### src/sv/gde_pkg.sv
// Shared constants and codes for the graph walk and Euler check block.
// No dependencies; imported by graph_dfs_eulerian_check, both checkers and tb_top.
`default_nettype none
package gde_pkg;
    localparam int MAX_VERTICES = 16;
    localparam int MAX_EDGES    = 64;
    localparam int ENTRIES      = 2 * MAX_EDGES;
    localparam int MAX_OUT      = 16;
    localparam int VW           = $clog2(MAX_VERTICES);
    localparam int EW           = $clog2(ENTRIES);
    localparam int CW           = $clog2(ENTRIES + 1);
    localparam int NVW          = 5;
    localparam int OCW          = $clog2(MAX_OUT + 1);
    localparam int SDW          = $clog2(MAX_VERTICES + 1);

    typedef enum logic [1:0] {
        CMD_ADD   = 2'd0,
        CMD_WALK  = 2'd1,
        CMD_EULER = 2'd2,
        CMD_CLEAR = 2'd3
    } t_cmd;

    localparam logic [1:0] KIND_VERTEX = 2'd0;
    localparam logic [1:0] KIND_STATUS = 2'd1;
    localparam logic [1:0] KIND_BAD    = 2'd2;

    localparam logic [1:0] EU_NONE  = 2'd0;
    localparam logic [1:0] EU_PATH  = 2'd1;
    localparam logic [1:0] EU_CYCLE = 2'd2;
endpackage
`default_nettype wire

### src/sv/graph_dfs_eulerian_check.sv
// Add edge writes one adjacency entry per endpoint (states S_ADD_A, S_ADD_B); clear acts in
// idle. A walk reads each adjacency entry and pops and emits vertices; an Euler check
// searches for the first vertex with edges, walks from it and then scans every vertex.
// Takes one command at a time: o_in_ready stays low until the command is finished. Synchronous
// active-low reset empties the graph and sets num_vertices 16.
// Depends on gde_pkg and gde_ram.
`default_nettype none
module graph_dfs_eulerian_check
    import gde_pkg::*;
(
    input  wire logic       i_clk,
    input  wire logic       i_rst_n,
    input  wire logic       i_in_valid,
    output logic            o_in_ready,
    input  wire logic [1:0] i_cmd,
    input  wire logic [4:0] i_vertex_a,
    input  wire logic [4:0] i_vertex_b,
    input  wire logic       i_cfg_we,
    input  wire logic [4:0] i_cfg_data,
    output logic            o_out_valid,
    input  wire logic       i_out_ready,
    output logic [1:0]      o_kind,
    output logic [3:0]      o_vertex,
    output logic [1:0]      o_euler_status,
    output logic            o_edges_dropped,
    output logic            o_last
);
    typedef enum logic [3:0] {
        S_IDLE, S_ADD_A, S_ADD_B, S_WALK_TOP, S_WALK_RD, S_EMIT,
        S_FLUSH, S_EU_FIND, S_EU_SCAN
    } t_state;

    t_state           r_state;
    logic [NVW-1:0]   r_num_v;
    logic [CW-1:0]    r_ec;
    logic             r_ovf;
    logic [7:0]       r_deg  [MAX_VERTICES];
    logic [EW-1:0]    r_head [MAX_VERTICES];
    logic [EW-1:0]    r_tail [MAX_VERTICES];
    logic [MAX_VERTICES-1:0] r_visited;
    logic [EW-1:0]    r_stk_ptr  [MAX_VERTICES];
    logic [7:0]       r_stk_left [MAX_VERTICES];
    logic [SDW-1:0]   r_depth;
    logic [VW-1:0]    r_a, r_b, r_new;
    logic             r_walk_out;
    logic [OCW-1:0]   r_n;
    logic             r_pend_v;
    logic [1:0]       r_pend_kind, r_pend_status;
    logic [VW-1:0]    r_pend_vertex;
    logic [NVW-1:0]   r_i;
    logic [NVW-1:0]   r_odd;
    logic             r_bad;

    logic [NVW-1:0]   w_count;
    logic [VW-1:0]    w_top, w_own, w_nbv;
    logic             w_nb_we, w_nx_we, w_out_free, w_acc, w_load;
    logic [EW-1:0]    w_raddr, w_nx_waddr;
    logic [VW-1:0]    w_rd_nb;
    logic [EW-1:0]    w_rd_nx;

    assign w_count    = (r_num_v > NVW'(MAX_VERTICES)) ? NVW'(MAX_VERTICES) : r_num_v;
    assign w_top      = VW'(r_depth - SDW'(1));
    assign o_in_ready = (r_state == S_IDLE);
    assign w_acc      = i_in_valid && o_in_ready;
    assign w_out_free = !o_out_valid || i_out_ready;
    assign w_load     = w_out_free && (((r_state == S_EMIT) && r_pend_v) || (r_state == S_FLUSH));
    assign w_own      = (r_state == S_ADD_A) ? r_a : r_b;
    assign w_nbv      = (r_state == S_ADD_A) ? r_b : r_a;
    assign w_nb_we    = (r_state == S_ADD_A) || (r_state == S_ADD_B);
    assign w_nx_we    = w_nb_we && (r_deg[w_own] != 8'd0);
    assign w_nx_waddr = r_tail[w_own];
    assign w_raddr    = r_stk_ptr[w_top];

    gde_ram #(.WIDTH(VW), .DEPTH(ENTRIES)) u_nb_ram (
        .i_clk(i_clk), .i_we(w_nb_we), .i_waddr(r_ec[EW-1:0]), .i_wdata(w_nbv),
        .i_raddr(w_raddr), .o_rdata(w_rd_nb)
    );
    gde_ram #(.WIDTH(EW), .DEPTH(ENTRIES)) u_nx_ram (
        .i_clk(i_clk), .i_we(w_nx_we), .i_waddr(w_nx_waddr), .i_wdata(r_ec[EW-1:0]),
        .i_raddr(w_raddr), .o_rdata(w_rd_nx)
    );

    always_ff @(posedge i_clk) begin
        if (!i_rst_n) begin
            r_state     <= S_IDLE;
            r_num_v     <= NVW'(MAX_VERTICES);
            r_ec        <= '0;
            r_ovf       <= 1'b0;
            r_visited   <= '0;
            r_depth     <= '0;
            r_pend_v    <= 1'b0;
            o_out_valid <= 1'b0;
            for (int k = 0; k < MAX_VERTICES; k++) begin
                r_deg[k] <= '0;
            end
        end else begin
            if (i_cfg_we) begin
                r_num_v <= i_cfg_data;
            end
            if (o_out_valid && i_out_ready && !w_load) begin
                o_out_valid <= 1'b0;
            end
            unique case (r_state)
                S_IDLE: begin
                    if (w_acc) begin
                        unique case (t_cmd'(i_cmd))
                            CMD_ADD: begin
                                if (i_vertex_a < w_count && i_vertex_b < w_count) begin
                                    if ({1'b0, r_ec} + (CW+1)'(2) > (CW+1)'(ENTRIES)) begin
                                        r_ovf <= 1'b1;
                                    end else begin
                                        r_a     <= VW'(i_vertex_a);
                                        r_b     <= VW'(i_vertex_b);
                                        r_state <= S_ADD_A;
                                    end
                                end
                            end
                            CMD_WALK: begin
                                if (i_vertex_a >= w_count) begin
                                    r_pend_v      <= 1'b1;
                                    r_pend_kind   <= KIND_BAD;
                                    r_pend_vertex <= '0;
                                    r_pend_status <= EU_NONE;
                                    r_state       <= S_FLUSH;
                                end else begin
                                    r_visited     <= MAX_VERTICES'(1) << i_vertex_a[VW-1:0];
                                    r_stk_ptr[0]  <= r_head[i_vertex_a[VW-1:0]];
                                    r_stk_left[0] <= r_deg[i_vertex_a[VW-1:0]];
                                    r_depth       <= SDW'(1);
                                    r_walk_out    <= 1'b1;
                                    r_n           <= '0;
                                    r_new         <= i_vertex_a[VW-1:0];
                                    r_state       <= S_EMIT;
                                end
                            end
                            CMD_EULER: begin
                                r_i     <= '0;
                                r_state <= S_EU_FIND;
                            end
                            CMD_CLEAR: begin
                                r_ec  <= '0;
                                r_ovf <= 1'b0;
                                for (int k = 0; k < MAX_VERTICES; k++) begin
                                    r_deg[k] <= '0;
                                end
                            end
                            default: ;
                        endcase
                    end
                end
                S_ADD_A, S_ADD_B: begin
                    if (r_deg[w_own] == 8'd0) begin
                        r_head[w_own] <= r_ec[EW-1:0];
                    end
                    r_tail[w_own] <= r_ec[EW-1:0];
                    r_deg[w_own]  <= r_deg[w_own] + 8'd1;
                    r_ec          <= r_ec + CW'(1);
                    r_state       <= (r_state == S_ADD_A) ? S_ADD_B : S_IDLE;
                end
                S_WALK_TOP: begin
                    if (r_depth == '0) begin
                        if (r_walk_out) begin
                            r_state <= S_FLUSH;
                        end else begin
                            r_i     <= '0;
                            r_odd   <= '0;
                            r_bad   <= 1'b0;
                            r_state <= S_EU_SCAN;
                        end
                    end else if (r_stk_left[w_top] == 8'd0) begin
                        r_depth <= r_depth - SDW'(1);
                    end else begin
                        r_stk_left[w_top] <= r_stk_left[w_top] - 8'd1;
                        r_state           <= S_WALK_RD;
                    end
                end
                S_WALK_RD: begin
                    if (r_stk_left[w_top] != 8'd0) begin
                        r_stk_ptr[w_top] <= w_rd_nx;
                    end
                    if (NVW'(w_rd_nb) < w_count && !r_visited[w_rd_nb]) begin
                        r_visited[w_rd_nb] <= 1'b1;
                        r_new              <= w_rd_nb;
                        if (r_depth < SDW'(MAX_VERTICES)) begin
                            r_stk_ptr[r_depth[VW-1:0]]  <= r_head[w_rd_nb];
                            r_stk_left[r_depth[VW-1:0]] <= r_deg[w_rd_nb];
                            r_depth <= r_depth + SDW'(1);
                        end
                    end
                    if (NVW'(w_rd_nb) < w_count && !r_visited[w_rd_nb] && r_walk_out &&
                        r_n < OCW'(MAX_OUT)) begin
                        r_state <= S_EMIT;
                    end else begin
                        r_state <= S_WALK_TOP;
                    end
                end
                S_EMIT: begin
                    if (!r_pend_v || w_out_free) begin
                        if (r_pend_v) begin
                            o_out_valid     <= 1'b1;
                            o_kind          <= r_pend_kind;
                            o_vertex        <= r_pend_vertex;
                            o_euler_status  <= r_pend_status;
                            o_edges_dropped <= r_ovf;
                            o_last          <= 1'b0;
                        end
                        r_pend_v      <= 1'b1;
                        r_pend_kind   <= KIND_VERTEX;
                        r_pend_vertex <= r_new;
                        r_pend_status <= EU_NONE;
                        r_n           <= r_n + OCW'(1);
                        r_state       <= S_WALK_TOP;
                    end
                end
                S_FLUSH: begin
                    if (w_out_free) begin
                        o_out_valid     <= 1'b1;
                        o_kind          <= r_pend_kind;
                        o_vertex        <= r_pend_vertex;
                        o_euler_status  <= r_pend_status;
                        o_edges_dropped <= r_ovf;
                        o_last          <= 1'b1;
                        r_pend_v        <= 1'b0;
                        r_state         <= S_IDLE;
                    end
                end
                S_EU_FIND: begin
                    if (r_i >= w_count) begin
                        r_pend_v      <= 1'b1;
                        r_pend_kind   <= KIND_STATUS;
                        r_pend_vertex <= '0;
                        r_pend_status <= EU_CYCLE;
                        r_state       <= S_FLUSH;
                    end else if (r_deg[r_i[VW-1:0]] != 8'd0) begin
                        r_visited     <= MAX_VERTICES'(1) << r_i[VW-1:0];
                        r_stk_ptr[0]  <= r_head[r_i[VW-1:0]];
                        r_stk_left[0] <= r_deg[r_i[VW-1:0]];
                        r_depth       <= SDW'(1);
                        r_walk_out    <= 1'b0;
                        r_state       <= S_WALK_TOP;
                    end else begin
                        r_i <= r_i + NVW'(1);
                    end
                end
                S_EU_SCAN: begin
                    if (r_i >= w_count) begin
                        r_pend_v      <= 1'b1;
                        r_pend_kind   <= KIND_STATUS;
                        r_pend_vertex <= '0;
                        if (r_bad) begin
                            r_pend_status <= EU_NONE;
                        end else if (r_odd == '0) begin
                            r_pend_status <= EU_CYCLE;
                        end else if (r_odd == NVW'(2)) begin
                            r_pend_status <= EU_PATH;
                        end else begin
                            r_pend_status <= EU_NONE;
                        end
                        r_state <= S_FLUSH;
                    end else begin
                        if (r_deg[r_i[VW-1:0]] != 8'd0 && !r_visited[r_i[VW-1:0]]) begin
                            r_bad <= 1'b1;
                        end
                        r_odd <= r_odd + NVW'(r_deg[r_i[VW-1:0]][0]);
                        r_i   <= r_i + NVW'(1);
                    end
                end
                default: r_state <= S_IDLE;
            endcase
        end
    end
endmodule
`default_nettype wire

### src/sv/gde_ram.sv
// Generic simple dual-port RAM, one write and one registered read port.
// No dependencies.
`default_nettype none
module gde_ram #(
    parameter int WIDTH = 8,
    parameter int DEPTH = 128
) (
    input  wire logic                     i_clk,
    input  wire logic                     i_we,
    input  wire logic [$clog2(DEPTH)-1:0] i_waddr,
    input  wire logic [WIDTH-1:0]         i_wdata,
    input  wire logic [$clog2(DEPTH)-1:0] i_raddr,
    output logic      [WIDTH-1:0]         o_rdata
);
    logic [WIDTH-1:0] r_mem [DEPTH];

    always_ff @(posedge i_clk) begin
        if (i_we) begin
            r_mem[i_waddr] <= i_wdata;
        end
        o_rdata <= r_mem[i_raddr];
    end
endmodule
`default_nettype wire

### config.mk
export PLATFORM = sky130hd
export DESIGN_NAME = graph_dfs_eulerian_check
export DESIGN_NICKNAME = d
export VERILOG_FILES = /design/src/sv/gde_pkg.sv /design/src/sv/graph_dfs_eulerian_check.sv /design/src/sv/gde_ram.sv
export SDC_FILE = /design/constraint.sdc
export NUM_CORES = 2
export LEC_CHECK = 0
export BUFFER_PORTS_ARGS = -buffer_cell sky130_fd_sc_hd__clkbuf_2
export CORE_ASPECT_RATIO = 1.5
export CORE_MARGIN = 3
export CORE_UTILIZATION = 55
export CTS_BUF_LIST = sky130_fd_sc_hd__clkbuf_2
export DETAILED_ROUTE_END_ITERATION = 10
export PLACE_DENSITY = 0.83
export SLEW_MARGIN = 20
export SYNTH_ARGS = -nofsm -noshare
export SYNTH_HDL_FRONTEND = slang
export SYNTH_SLANG_ARGS = --single-unit
### constraint.sdc
create_clock -name i_clk -period 6.7 [get_ports i_clk]
set_clock_uncertainty 0.15 [all_clocks]
set_input_delay 0.67 -clock i_clk [delete_from_list [all_inputs] [get_ports i_clk]]
set_output_delay 0.67 -clock i_clk [all_outputs]
set_load 0.05 [all_outputs]
# Word-level counts from Yosys, hierarchy flattened
# Memories as Yosys holds them, arrays and structs flattened. A register that Yosys moved wholly into a read port is not among the register bits.
# Cells that the tools add are included.
[totals]
ramBits = 2000
input_bits = 22
regBits = 88
elab_cells = 387
memories = 7
[memory_table]
columns = ["name", "words", "width", "read_ports", "rd_clocked_by_memory_dff", "write_ports", "line", "text"]
rows = [
  ["u_nx_ram.r_mem", 128, 7, 1, 1, 1, "gde_ram.sv:15", "logic [WIDTH-1:0] r_mem [DEPTH];"],
  ["u_nb_ram.r_mem", 128, 4, 1, 1, 1, "gde_ram.sv:15", ""],
  ["r_deg", 16, 8, 4, 1, 16, "graph_dfs_eulerian_check.sv:37", "logic [7:0] r_deg [MAX_VERTICES];"],
  ["r_stk_left", 16, 8, 1, 0, 1, "graph_dfs_eulerian_check.sv:42", "logic [7:0] r_stk_left [MAX_VERTICES];"],
  ["r_head", 16, 7, 3, 1, 1, "graph_dfs_eulerian_check.sv:38", "logic [EW-1:0] r_head [MAX_VERTICES];"],
  ["r_stk_ptr", 16, 7, 1, 0, 2, "graph_dfs_eulerian_check.sv:41", "logic [EW-1:0] r_stk_ptr [MAX_VERTICES];"],
  ["1 more memories", "-", "-", "-", "-", "-", "-", ""],
]
[op_classes]
bitwise_logic = 20
n_shift = 2
order_cmp = 12
eq_ne = 42
n_reduce_logical = 65
n_mux = 206
add_sub_neg = 9
[ops]
columns = ["cell", "count"]
rows = [
  ["$mux 8", 22],
  ["$mux 4", 31],
  ["$mux 5", 22],
  ["$mux 16", 6],
  ["$mux 1", 77],
  ["$pmux 16 s3", 1],
  ["$mux 2", 20],
  ["$pmux 5 s4", 2],
  ["$ne 2x2->1 const B", 18],
  ["$pmux 4 s8", 1],
  ["$shl 1x4->16 const A", 2],
  ["$reduce_and 7->1", 4],
  ["$pmux 4 s3", 2],
  ["$reduce_and 6->1", 4],
  ["$reduce_bool 8->1", 3],
  ["$reduce_or 8->1", 3],
  ["$pmux 5 s2", 2],
  ["$or 1x1->1", 18],
  ["$reduce_and 9->1", 2],
  ["$add 8x1->8 const B", 2],
  ["$eq 4x3->1 const B", 4],
  ["$logic_not 8->1", 2],
  ["$or 16x16->16", 1],
  ["$pmux 4 s2", 2],
  ["other kinds (48)", 105],
]

# Logic depth before layout (Yosys ltp)
[logic_depth]
depth_word = 12
mapped_depth = 27
mapped_depth_nobuf = 14

# By module
# Synthesis repeated with hierarchy kept, for this count alone.
[unflattened]
cells_unflattened = 4841
area_unflattened_um2 = 91248.8
[by_module_without_submodules]
columns = ["mod", "seq_area_each_um2", "area_per_inst_um2", "cells_per_inst", "n_inst"]
rows = [
  ["graph_dfs_eulerian_check", 20089.3, 36244.8, 2481, 1],
  ["gde_ram at u_nx_ram", 27045.9, 34807.1, 1453, 1],
  ["gde_ram at u_nb_ram", 15454.8, 20196.9, 907, 1],
]

# Worst setup path after synthesis
# OpenSTA, ideal clock, no wires.
[synth_timing]
kind = "register to register"
startpoint = "register r_depth[0]"
endpoint = "memory r_stk_left[0][1] (data pin)"
arrival_ps = 6182
required_ps = 6202
synth_period_minus_slack_ps = 6680
setup_slack_ps = 20
stages_incl_launch_ff = 25
cell_sequence = "dfxtp_1 > buf_6 > buf_6 > buf_6 > buf_2 > clkbuf_1 > inv_1 > clkbuf_1 > ha_1 > buf_2 > buf_4 > buf_2 > buf_1 > clkbuf_1 > mux4_2 > nand2_1 > nand3_1 > nand2_1 > ha_1 > inv_1 > or4b_4 > o31ai_4 > nor3_1 > clkbuf_1 > a221oi_1"
[synth_between]
elab_chain_cells = 11
word_cells_on_any_way = 20
[synth_lines]
columns = ["item", "line", "text"]
rows = [
  ["start, declared", "graph_dfs_eulerian_check.sv:43", "logic [SDW-1:0] r_depth;"],
  ["start signal, assigned", "graph_dfs_eulerian_check.sv:171", "r_depth <= r_depth - SDW'(1);"],
  ["start signal, assigned", "graph_dfs_eulerian_check.sv:187", "r_depth <= r_depth + SDW'(1);"],
  ["$sub 5x1->5", "-", ""],
  ["$mem_v2 16x8", "-", ""],
  ["$logic_not 8->1", "graph_dfs_eulerian_check.sv:170", "end else if (r_stk_left[w_top] == 8'd0) begin"],
  ["$mux 1", "graph_dfs_eulerian_check.sv:170", ""],
  ["$mux 1", "graph_dfs_eulerian_check.sv:161", "if (r_depth == '0) begin"],
  ["$mux 1", "graph_dfs_eulerian_check.sv:103", "unique case (r_state)"],
  ["$mux 1", "graph_dfs_eulerian_check.sv:84", "if (!i_rst_n) begin"],
  ["$mux 1 (not written as such)", "graph_dfs_eulerian_check.sv:173", "r_stk_left[w_top] <= r_stk_left[w_top] - 8'd1;"],
  ["$reduce_or 8->1 (no line)", "-", ""],
  ["$mux 8 (no line)", "-", ""],
  ["$mux 8 (no line) (*)", "-", ""],
  ["end, declared", "graph_dfs_eulerian_check.sv:42", ""],
]
# Mark *: on every way between the ends. The rest lies on a longest branch, timed or not.

# Worst setup path in the final report
[layout_timing]
startpoint = "register r_depth[0]"
endpoint = "register u_nx_ram.o_rdata[4], read port of u_nx_ram.r_mem"
[layout_between]
elab_chain_cells = 2
[layout_lines]
columns = ["item", "line", "text"]
rows = [
  ["$sub 5x1->5", "-", ""],
  ["$mem_v2 16x7", "-", ""],
  ["end, declared", "gde_ram.sv:13", "output logic [WIDTH-1:0] o_rdata"],
]
# No other way between the ends.
# A chain may end at the register's enable or synchronous reset.

==> flow_summary.toml <==
[outcome]
status = "finished, final reports clean"

[cts]
clockBufferDepth = 4
ctsHtreeMaxLevel = 5
post-cts-setup-buffers = 0
cts_made_buffers = 441
cts_tree = "yes"
cts-root-buf = "clkbuf_2"
cts.clk_slew.worst_paths_ns = 0.12
insertion_delay_ns = 1.83
cts_sinks = 2103

[power]
p_leak_nw = 34.9
power.switching_mw = 16.9
powerDensity_nw_per_um2 = 401
ir_drop_uv = 513
p_int_mw = 23.1
seq_power_share = 0.387
p_total_mw = 40.0
p_sw_frac = 0.424
p_comb_frac = 0.428
pwr-share-clk = 0.185

[timing]
drv_slew = 0
hold_viol_final = 0
worstMarginPinSlew_ns = 1.24
fin_crit_sh = 0.926
timing.setup.tns_ns = 0
timing.final.ws_setup_ns = 0.497
fin_crit_ns = 6.20
timing.fmax_ghz = 0.161
fin_hold_ws_ns = 0.202
rsz0062_at_grt = "no"
setup_viol = 0
max_slew_margin = 0.171

[synthesis]
yosys_warnings = 0
syn_inst = 6787
synth_fp_nets = 6848
synth.area.top_cells = "edfxtp_1, mux4_2, nand2_1"
yosys-top-cells-count = "edfxtp_1, nand2_1, nor2_1"
async_flop_share = 0
synth_most_common_cell = "edfxtp_1"
yosysSeqAreaShare = 0.675
synth_edf_count = 2047
ys_types = 90
syn-cell-area_um2 = 92700
synth_area_leader_cell = "edfxtp_1"
synth.avg_cell_area_um2 = 13.7
yosys.area.top_type_share = 0.663
synth_flop_cell = "edfxtp_1"
synth-seq-cells = 2103

[routing]
antenna_left = 0
post_drt_wl_per_cell_um = 26.4
via_count = 63000
dr.pass1.iters = 10
routed_wl_um = 253000
drtIter0Drc = 9317
viasPerCell = 6.57
drcViolationCount = 0

[final_layout]
area_delta_synth_final_pct = 7.67
finalNetCount = 7075
final_area_um2 = 99800
post-route-util = 0.599
drive_above_1_share = 0.180
final_cells = 9578

[grt]
grt_max_degree = 161
track_usage = 0.287
grt_pass1_wl_um = 377000
overflow = 0
first_global_vias = 62900
antenna_found_initial = 5

[critical_path]
worst-path-stages = 12
path_buf_inv = 4
reg2reg_from = "r_depth[0]"
cp_top_family = "buffers and inverters"
regToRegSetupSlack_ns = 0.50
cp-startpoint = "r_depth[0]"
crit_path_end_kind = "register"
cp_data_required_time_ns = 8.20
endpoint = "u_nx_ram.o_rdata[4]"
critPathMaxFanout = 38
critPathKind = "reg -> reg"
slowest_delay_ns = 0.74
cp-start-kind = "register"
crit_slowest_cell = "ha_2"
crit_chain = "inv_1 -> ha_2 -> buf_4 -> mux4_2 -> mux4_2 -> buf_4 -> nand2_2 -> buf_4 -> a311oi_1 -> o41ai_1 -> nand4_1 -> a221o_1"
path_common_cell = "buf_4"
reg2reg_depth = 12
rr_endpoint = "u_nx_ram.o_rdata[4]"
cp.arrival_ns = 7.70

[hold_path]
worstHoldPathType = "in -> reg"
worstHoldPathCells = 4

[placed_design]
dpl_cell_area_um2 = 95300
dp.final_hpwl_um = 158000
dp_slack_ns = 0.596
port_buffers = 33
place.gp.congestion = 0.968
dp.cells = 8723

[floorplan]
start_util = 0.556
num_io_pins = 34
num_rows = 183
die_h_um = 509
die-width_um = 341
die_area_um2 = 174000
core_area_um2 = 167000

[run]
maxCapViolations = 0
-- layer usage --
layer / up-vias / GRT usage / part of all wire / wire length [µm]
met2: 5386 / 0.471 / 0.48 / 123000
met1: 30000 / 0.329 / 0.31 / 77700
met5: - / 0 / 0.00020 / 50
met4: 4 / 0.219 / 0.087 / 22000
met3: 1234 / 0.0650 / 0.12 / 30900
li1: 26400 / - / - / -
-- worst min path at each step --
stage | slack [ns] | endpoint | from
floorplan | 0.25 | o_euler_status[0] | r_pend_status[0]
global placement | 0.25 | o_kind[0] | r_pend_kind[0]
detailed placement | 0.26 | o_vertex[3] | r_pend_vertex[3]
CTS | 0.04 | r_num_v[4] | i_cfg_we
global route | 0.21 | r_num_v[4] | i_cfg_we
finish | 0.20 | r_num_v[4] | i_cfg_we
-- worst min-delay path, delay by kind of cell --
family / cells / cell delay (ns)
AOI/OAI and AO/OA: 1 / 0.12
buffers and inverters: 3 / 1.34
-- power groups by stage --
stage,clock network [mW],registers (mW),logic [mW]
2_1_floorplan,0,15.5,10.9
3_3_place_gp,0,15.7,16.0
3_5_place_dp,0,15.7,16.5
4_1_cts,7.39,15.4,16.6
5_1_grt,8.04,15.5,18.0
6_report,7.40,15.5,17.1
-- cell usage in the layout, fill, tap and decap left out, types with 23 or more instances in the layout --
cell	count
edfxtp_1	2047
nand2_1	1681
clkbuf_2	641
nor2_1	523
mux4_2	332
and3_1	311
a311oi_1	178
buf_4	170
nand3_1	167
a31oi_1	132
clkinv_1	117
mux2i_1	99
o21ai_0	99
dlygate4sd3_1	67
a32oi_1	65
inv_1	52
o41ai_1	49
nand4_1	45
dfxtp_1	42
a21oi_1	40
ha_1	38
clkinv_2	38
mux4_1	23
-- flip-flops by register name, indices dropped and copies added (netlist names), 4 cells and up, named ones only --
| name | cells |
|---|---|
| o_vertex | 4 |
| r_visited | 16 |
| r_num_v | 5 |
| r_deg | 128 |
| r_odd | 5 |
| r_stk_left | 128 |
| r_b | 4 |
| r_stk_ptr | 112 |
| u_nx_ram.r_mem | 896 |
| r_head | 112 |
| r_a | 4 |
| r_state | 4 |
| u_nx_ram.o_rdata | 7 |
| r_tail | 112 |
| r_new | 4 |
| r_ec | 8 |
| r_i | 5 |
| r_pend_vertex | 4 |
| r_depth | 5 |
| u_nb_ram.r_mem | 512 |
| u_nb_ram.o_rdata | 4 |
| r_n | 5 |
-- repair_timing --
item	CTS	global route
resized for setup	0	0
hold buffers	67	0
hold endpoints to repair	435	0
-- layout make-up --
class | count | area [µm²]
clock buffers | 610 | 3050
multi-input cells | 4122 | 27900
repair buffers | 290 | 2500
flip-flops and latches | 2103 | 62600
diodes | 10 | 25.0
well taps | 2220 | 2780
inverters | 56 | 210
fillers | 11900 | 66900
clock inverters | 167 | 766
-- cells by family (layout without fill, tap and decap cells) --
logic type / after synthesis / count (layout) / synth area share
AO/OA/AOI/OAI: 705 / 705 / 0.0562
XOR/XNOR: 33 / 33 / 0.00336
adder cells (fa/ha/maj): 39 / 39 / 0.00526
buffers and inverters: 562 / 1123 / 0.0267
flip-flops: 2103 / 2103 / 0.675
multiplexers: 485 / 485 / 0.102
other: 0 / 10 / 0
AND/OR/NAND/NOR: 2860 / 2860 / 0.132
Note: power is estimated with default switching activity, not from simulation.
